$ cat src/design/prqs_pkg.sv
// types and constants of the ready queue scheduler
`default_nettype none
package prqs_pkg;
    localparam logic [1:0] FUNC_INSERT   = 2'd0;
    localparam logic [1:0] FUNC_REMOVE   = 2'd1;
    localparam logic [1:0] FUNC_SCHEDULE = 2'd2;

    typedef struct packed {
        logic [1:0] func;
        logic [4:0] thread_id;
        logic [4:0] priority_req;
    } t_in;

    typedef struct packed {
        logic [4:0] selected_thread;
        logic [4:0] selected_priority;
        logic       switch_needed;
        logic [4:0] previous_thread;
        logic       previous_valid;
        logic       none_ready;
        logic       op_error;
    } t_out;
endpackage
`default_nettype wire

$ cat src/design/prqs_ram.sv
// generic single write port ram with registered read
`default_nettype none
module prqs_ram #(
    parameter int WIDTH = 8,
    parameter int DEPTH = 32
) (
    input  wire logic                     i_clk,
    input  wire logic                     i_we,
    input  wire logic [$clog2(DEPTH)-1:0] i_waddr,
    input  wire logic [WIDTH-1:0]         i_wdata,
    input  wire logic [$clog2(DEPTH)-1:0] i_raddr,
    output logic      [WIDTH-1:0]         o_rdata
);
    logic [WIDTH-1:0] r_mem [DEPTH];
    always_ff @(posedge i_clk) begin
        if (i_we) r_mem[i_waddr] <= i_wdata;
        o_rdata <= r_mem[i_raddr];
    end
endmodule
`default_nettype wire

$ cat src/design/priority_ready_queue_scheduler.sv
// ready queue scheduler: priority bitmap with linked fifos in ram
// steps: idle accepts, read looks up the rams, link updates the queues, remove adds a done step,
// then out presents the result; one transaction at a time, as o_stall stays high until the
// result has left through the output handshake
// reset clears bitmap, ready flags and running state at once; rams need no clearing
`default_nettype none
module priority_ready_queue_scheduler #(
    parameter int PRIORITY_LEVELS = 32,
    parameter int THREAD_COUNT    = 32
) (
    input  wire logic           i_clk,
    input  wire logic           i_rst_n,
    input  wire logic           i_valid,
    output logic                o_stall,
    input  wire prqs_pkg::t_in  i_data,
    output logic                o_valid,
    input  wire logic           i_stall,
    output prqs_pkg::t_out      o_data
);
    localparam int PW = (PRIORITY_LEVELS > 1) ? $clog2(PRIORITY_LEVELS) : 1;
    localparam int TW = (THREAD_COUNT > 1) ? $clog2(THREAD_COUNT) : 1;
    localparam logic [2:0] S_IDLE = 3'd0, S_READ = 3'd1, S_LINK = 3'd2,
                           S_DONE = 3'd3, S_OUT = 3'd4;

    logic [2:0] r_state;
    prqs_pkg::t_in r_in;
    logic [PRIORITY_LEVELS-1:0] r_bitmap;
    logic [THREAD_COUNT-1:0] r_ready;
    logic [PW-1:0] r_tprio [THREAD_COUNT];
    logic [TW-1:0] r_run_t;
    logic r_run_v;
    logic [PW-1:0] r_run_p;
    logic [PW-1:0] r_hp;
    logic r_err, r_none;
    logic [TW-1:0] r_head, r_tail, r_nx, r_pv;

    logic [TW-1:0] w_t;
    logic [PW-1:0] w_p;
    logic w_range;
    assign w_t = TW'(r_in.thread_id);
    assign w_p = PW'(r_in.priority_req);
    assign w_range = (32'(r_in.thread_id) < THREAD_COUNT)
                   && (32'(r_in.priority_req) < PRIORITY_LEVELS);

    // head/tail rams (addressed by priority), link rams (by thread)
    logic hd_we, tl_we, nx_we, pv_we;
    logic [PW-1:0] hd_wa, tl_wa, q_ra;
    logic [TW-1:0] hd_wd, tl_wd, nx_wa, nx_wd, pv_wa, pv_wd, l_ra;
    logic [TW-1:0] hd_rd, tl_rd, nx_rd, pv_rd;

    prqs_ram #(.WIDTH(TW), .DEPTH(PRIORITY_LEVELS)) u_head (.i_clk, .i_we(hd_we),
        .i_waddr(hd_wa), .i_wdata(hd_wd), .i_raddr(q_ra), .o_rdata(hd_rd));
    prqs_ram #(.WIDTH(TW), .DEPTH(PRIORITY_LEVELS)) u_tail (.i_clk, .i_we(tl_we),
        .i_waddr(tl_wa), .i_wdata(tl_wd), .i_raddr(q_ra), .o_rdata(tl_rd));
    prqs_ram #(.WIDTH(TW), .DEPTH(THREAD_COUNT)) u_next (.i_clk, .i_we(nx_we),
        .i_waddr(nx_wa), .i_wdata(nx_wd), .i_raddr(l_ra), .o_rdata(nx_rd));
    prqs_ram #(.WIDTH(TW), .DEPTH(THREAD_COUNT)) u_prev (.i_clk, .i_we(pv_we),
        .i_waddr(pv_wa), .i_wdata(pv_wd), .i_raddr(l_ra), .o_rdata(pv_rd));

    // lowest set bit of the bitmap
    logic [PW-1:0] w_lsb;
    always_comb begin
        w_lsb = '0;
        for (int i = PRIORITY_LEVELS - 1; i >= 0; i--) begin
            if (r_bitmap[i]) w_lsb = PW'(i);
        end
    end

    logic w_bad;
    always_comb begin
        w_bad = 1'b1;
        case (r_in.func)
            prqs_pkg::FUNC_INSERT: w_bad = !w_range || r_ready[w_t];
            prqs_pkg::FUNC_REMOVE: w_bad = !w_range || !r_ready[w_t] || r_tprio[w_t] != w_p;
            prqs_pkg::FUNC_SCHEDULE: w_bad = 1'b0;
            default: w_bad = 1'b1;
        endcase
    end

    assign q_ra = (r_in.func == prqs_pkg::FUNC_SCHEDULE) ? w_lsb : w_p;
    assign l_ra = w_t;

    logic w_hd, w_tl;
    assign w_hd = (hd_rd == w_t);
    assign w_tl = (tl_rd == w_t);

    logic w_switch;
    prqs_pkg::t_out n_data;
    assign w_switch = !r_none && (!r_run_v || hd_rd != r_run_t);

    always_comb begin
        n_data = '0;
        n_data.op_error = r_err;
        if (r_in.func == prqs_pkg::FUNC_SCHEDULE) begin
            n_data.none_ready = r_none;
            if (w_switch) begin
                n_data.switch_needed = 1'b1;
                n_data.previous_valid = r_run_v;
                n_data.previous_thread = r_run_v ? 5'(r_run_t) : 5'd0;
            end
        end
    end

    always_comb begin
        hd_we = 1'b0; tl_we = 1'b0; nx_we = 1'b0; pv_we = 1'b0;
        hd_wa = w_p; tl_wa = w_p; hd_wd = w_t; tl_wd = w_t;
        nx_wa = tl_rd; nx_wd = w_t; pv_wa = w_t; pv_wd = tl_rd;
        if (r_state == S_LINK && !r_err) begin
            if (r_in.func == prqs_pkg::FUNC_INSERT) begin
                tl_we = 1'b1;
                if (r_bitmap[w_p]) begin
                    nx_we = 1'b1;
                    pv_we = 1'b1;
                end else begin
                    hd_we = 1'b1;
                end
            end
        end
        if (r_state == S_DONE && !r_err && r_in.func == prqs_pkg::FUNC_REMOVE) begin
            if (r_head == w_t && r_tail == w_t) begin
            end else if (r_head == w_t) begin
                hd_we = 1'b1; hd_wd = r_nx;
            end else if (r_tail == w_t) begin
                tl_we = 1'b1; tl_wd = r_pv;
            end else begin
                nx_we = 1'b1; nx_wa = r_pv; nx_wd = r_nx;
                pv_we = 1'b1; pv_wa = r_nx; pv_wd = r_pv;
            end
        end
    end

    assign o_stall = (r_state != S_IDLE);

    always_ff @(posedge i_clk) begin
        if (!i_rst_n) begin
            r_state <= S_IDLE;
            r_bitmap <= '0;
            r_ready <= '0;
            r_run_t <= '0;
            r_run_v <= 1'b0;
            r_run_p <= PW'(PRIORITY_LEVELS - 1);
            o_valid <= 1'b0;
        end else begin
            case (r_state)
                S_IDLE: if (i_valid) begin
                    r_in <= i_data;
                    r_state <= S_READ;
                end
                S_READ: begin
                    r_err <= w_bad;
                    r_none <= (r_bitmap == '0);
                    r_hp <= w_lsb;
                    r_state <= S_LINK;
                end
                S_LINK: begin
                    r_head <= hd_rd;
                    r_tail <= tl_rd;
                    r_nx <= nx_rd;
                    r_pv <= pv_rd;
                    o_data <= n_data;
                    r_state <= S_OUT;
                    if (!r_err && r_in.func == prqs_pkg::FUNC_INSERT) begin
                        r_bitmap[w_p] <= 1'b1;
                        r_ready[w_t] <= 1'b1;
                        r_tprio[w_t] <= w_p;
                    end else if (!r_err && r_in.func == prqs_pkg::FUNC_REMOVE) begin
                        r_ready[w_t] <= 1'b0;
                        if (w_hd && w_tl) r_bitmap[w_p] <= 1'b0;
                        r_state <= S_DONE;
                    end else if (r_in.func == prqs_pkg::FUNC_SCHEDULE) begin
                        if (w_switch) begin
                            r_run_t <= hd_rd;
                            r_run_v <= 1'b1;
                            r_run_p <= r_hp;
                        end
                    end
                end
                S_DONE: r_state <= S_OUT;
                S_OUT: begin
                    if (!o_valid) begin
                        o_valid <= 1'b1;
                        o_data.selected_thread <= r_run_v ? 5'(r_run_t) : 5'd0;
                        o_data.selected_priority <= 5'(r_run_p);
                    end else if (!i_stall) begin
                        o_valid <= 1'b0;
                        r_state <= S_IDLE;
                    end
                end
                default: r_state <= S_IDLE;
            endcase
        end
    end
endmodule
`default_nettype wire

$ cat config.mk
export PLATFORM = sky130hd
export DESIGN_NAME = priority_ready_queue_scheduler
export DESIGN_NICKNAME = d
export VERILOG_FILES = /design/src/design/prqs_pkg.sv /design/src/design/prqs_ram.sv /design/src/design/priority_ready_queue_scheduler.sv
export SDC_FILE = /design/constraint.sdc
export NUM_CORES = 1
export LEC_CHECK = 0
export BUFFER_PORTS_ARGS = -buffer_cell sky130_fd_sc_hd__buf_4
export CORE_ASPECT_RATIO = 1.25
export CORE_MARGIN = 2
export CORE_UTILIZATION = 34
export DETAILED_ROUTE_END_ITERATION = 10
export GPL_ROUTABILITY_DRIVEN = 1
export PLACE_DENSITY = 0.51
export REMOVE_ABC_BUFFERS = 1
export SLEW_MARGIN = 10
export SYNTH_ARGS = -nofsm -noshare
export SYNTH_HDL_FRONTEND = slang
export SYNTH_SLANG_ARGS = --single-unit
$ cat constraint.sdc
create_clock -name i_clk -period 9.7 [get_ports i_clk]
set_clock_uncertainty 0.1 [all_clocks]
set_input_delay 0.485 -clock i_clk [delete_from_list [all_inputs] [get_ports i_clk]]
set_output_delay 0.485 -clock i_clk [all_outputs]
set_load 0.05 [all_outputs]
==> flow_metrics.py <==
metrics = {
    "grt": {
        "grt_pass1_vias": 22800,
        "overflow": 0,
        "grt_pass1_wl_microns": 152000,
        "antenna_found_initial": 0,
        "track_usage": 0.175,
        "grt_max_degree": 85,
    },
    "worst_setup_path": {
        "r2r_setup_slack_ns": 5.37,
        "cp_data_required_time_ns": 9.89,
        "criticalPathCategory": "reg2reg",
        "cp_common_cell": "nor2_1",
        "crit_fanout": 46,
        "path_cells": "buf_4 > xnor2_1 > nand3_1 > nor3_1 > nor2_1 > buf_4 > mux2_2 > inv_1 > nor2_1 > nand2_1 > nor2_1",
        "cp_slowest_cell": "mux2_2",
        "end_kind": "register",
        "arrival_ns": 4.53,
        "start_kind": "register",
        "crit_path_max_incr_delay_ns": 0.80,
    },
    "detailed_routing": {
        "antenna_left": 0,
        "drcViolationCount": 0,
        "wire_per_inst_microns": 24.8,
        "initialDrtViolationCount": 2247,
        "vias": 22200,
        "vias_per_cell": 5.35,
        "drt_wl_total_microns": 103000,
        "dr.pass1.iters": 5,
    },
    "clocking": {
        "post_cts_buffers": 0,
        "root_buffer": "clkbuf_16",
        "cts_tree": "built",
        "htree_num_levels": 3,
        "cts_buffers": 93,
        "cts_sinks": 962,
        "insertion_delay_ns": 0.68,
        "clkTransAtPathRegs_ns": 0.07,
        "clockBufferDepth": 3,
    },
    "synthesis": {
        "ys_warn_count": 0,
        "syn_area_sq_um": 38700,
        "syn_avg_cell_area_sq_um": 15.2,
        "synth-edff-count": 858,
        "ys_seq_area_frac": 0.719,
        "ys_seq_elements": 962,
        "ys_types": 64,
        "ys.flop_type": "edfxtp_1",
        "async_reset_ff_frac": 0,
        "postSynthCellCount": 2547,
    },
    "finish": {
        "final_cells": 4141,
        "nNetsFinal": 2608,
        "drive_gt1_frac": 0.159,
        "diodes": 0,
        "syn_to_final_growth_pct": 13.5,
    },
    "pwr": {
        "max-vdd-ir-drop_v": 0.000151,
        "leakagePower_nw": 14.0,
        "cellPowerDensity_nw_per_um2": 202,
        "finalPower_w": 0.00887,
    },
    "timing": {
        "finalSetupViolCount": 0,
        "holdWs_ns": 0.0689,
        "tns_ns": 0,
        "hold_viol_final": 0,
        "tightest_slew_ns": 1.25,
        "rsz0062_at_grt": "no",
        "fin_crit_sh": 0.447,
        "relSlewSlack": 0.163,
        "period_needed_ns": 4.33,
        "drv_slew": 0,
        "fmax_ghz": 0.231,
    },
    "die": {
        "ioPinCount": 37,
        "start_util": 0.342,
        "die_w_microns": 306,
        "core-area_sq_um": 113000,
        "die_y_microns": 381,
        "die-area_sq_um": 117000,
        "rows": 138,
    },
    "flow_run": {
        "maxCapViolations": 0,
    },
    "outcome": {
        "status": "completed",
    },
    "placement": {
        "dp_cells": 3955,
        "portBuffers": 36,
        "place_congestion": 0.855,
        "hpwlAfterDp_microns": 66300,
    },
    "worst_hold_path": {
        "min_path_type": "in2reg",
    },
}
## flip-flops by register name, indices dropped and copies added, names as in the netlist, 2 cells and up, named ones only
| signal | flops |
|---|---|
| u_prev.r_mem | 160 |
| r_tprio | 160 |
| u_next.o_rdata | 5 |
| r_nx | 5 |
| u_prev.o_rdata | 5 |
| r_run_t | 5 |
| u_head.o_rdata | 5 |
| r_run_p | 5 |
| o_data | 19 |
| r_pv | 5 |
| r_state | 3 |
| u_tail.r_mem | 160 |
| hd_wa | 5 |
| r_head | 5 |
| l_ra | 5 |
| r_in | 2 |
| r_hp | 5 |
| u_head.r_mem | 160 |
| u_tail.o_rdata | 5 |
| r_tail | 5 |
| u_next.r_mem | 160 |
## what timing repair did
action | 4_1_cts | 5_1_grt
resized for setup | 0 | 0
endpoints found under the hold margin | 17 | 0
hold buffers | 12 | 0
## area by class of cell
class	count	area, sq um
fill	10300	69100
sequential	962	27800
inverter	20	75.1
tap	1470	1840
timing repair buffer	93	728
multi-input combinational	1422	10300
clock inverter	62	673
clock buffer	112	2530
## worst max-delay path, delay by kind of cell, from the launching register on
family	cells	cell delay (ns)
simple gates	6	1.42
buf+inv	3	1.01
mux	1	0.80
flops	1	0.41
xor+xnor	1	0.19
## cell families (layout without fill, tap and decap cells)
| kind of cell | after synthesis | count (layout) | share of synthesized area |
|---|---|---|---|
| simple gates | 875 | 875 | 0.0979 |
| mux | 241 | 241 | 0.112 |
| xor+xnor | 20 | 20 | 0.00452 |
| buf+inv | 163 | 287 | 0.0171 |
| flops | 962 | 962 | 0.719 |
| compound gates | 286 | 286 | 0.0492 |
## synth_stat cells, types with 6 or more instances
cell / count / area [sq um]
nor4_1: 11 / 68.8
buf_1: 25 / 93.8
and2_1: 15 / 93.8
nor2_1: 270 / 1010
o2111ai_1: 6 / 52.6
mux4_2: 153 / 3450
nor3_1: 16 / 80.1
o22ai_1: 6 / 37.5
o211ai_1: 8 / 60.1
a21boi_0: 33 / 248
nor2b_1: 13 / 81.3
a31oi_1: 15 / 93.8
mux2i_1: 70 / 701
a22oi_1: 45 / 338
xnor2_1: 10 / 87.6
mux2_2: 18 / 203
nand2b_1: 6 / 37.5
nand4_1: 12 / 75.1
o21ai_0: 68 / 340
dfxtp_1: 104 / 2080
xor2_1: 10 / 87.6
and3_1: 31 / 194
a21oi_1: 53 / 265
buf_2: 19 / 95.1
clkbuf_1: 93 / 349
edfxtp_1: 858 / 25800
inv_1: 20 / 75.1
nand2_1: 339 / 1270
nand3_1: 132 / 661
## routing by layer
metal | vias up | wire [microns] | global-route usage
met1 | 11500 | 41700 | 0.220
li1 | 9814 | - | -
met2 | 695 | 52800 | 0.309
met4 | 0 | 3190 | 0.0603
met5 | - | 0 | 0
met3 | 158 | 4950 | 0.0231
## where the power goes
group / leakage (nW) / internal, W / total, W / switching, W
Sequential: 8.56 / 0.00455 / 0.00459 / 0.0000347
Combinational: 3.89 / 0.000162 / 0.000505 / 0.000343
Clock: 1.54 / 0.00217 / 0.00378 / 0.00161
## placed cells by master (no fill, tap or decap), types with 13 or more instances in the layout
cell       synthesis  routed
clkinv_1           0      16
edfxtp_1         858     858
and3_1            31      31
a21boi_0          33      33
nor2b_1           13      13
a31oi_1           15      14
inv_1             20      20
nor3_1            16      14
clkinv_2           0      14
mux2_2            18      18
a21oi_1           53      52
o21ai_0           68      68
and2_1            15      15
nand2_1          339     339
a22oi_1           45      44
clkbuf_16          0      96
mux4_2           153     153
mux2i_1           70      68
dfxtp_1          104     102
buf_4              5      81
nand3_1          132     132
nor2_1           270     269
## through the flow
step	setup WS, ns	area (sq um)	util
floorplan	2.98	38100	-
global placement	5.19	40600	0.359
detailed placement	5.28	40600	0.359
CTS	5.26	44000	0.389
global route	4.90	44000	0.389
finish	5.37	44000	0.389
## path summary, 6_finish.rpt
kind	start	to	depth (start not counted)
worst max-delay path	l_ra[0]	u_prev.r_mem[22][3]	11
worst min-delay path	i_valid	r_state[0]	3
worst max register to register	l_ra[0]	u_prev.r_mem[22][3]	11
worst min register to register	u_prev.o_rdata[3]	r_pv[3]	0
No activity file was read; power rests on OpenSTA's default activity.
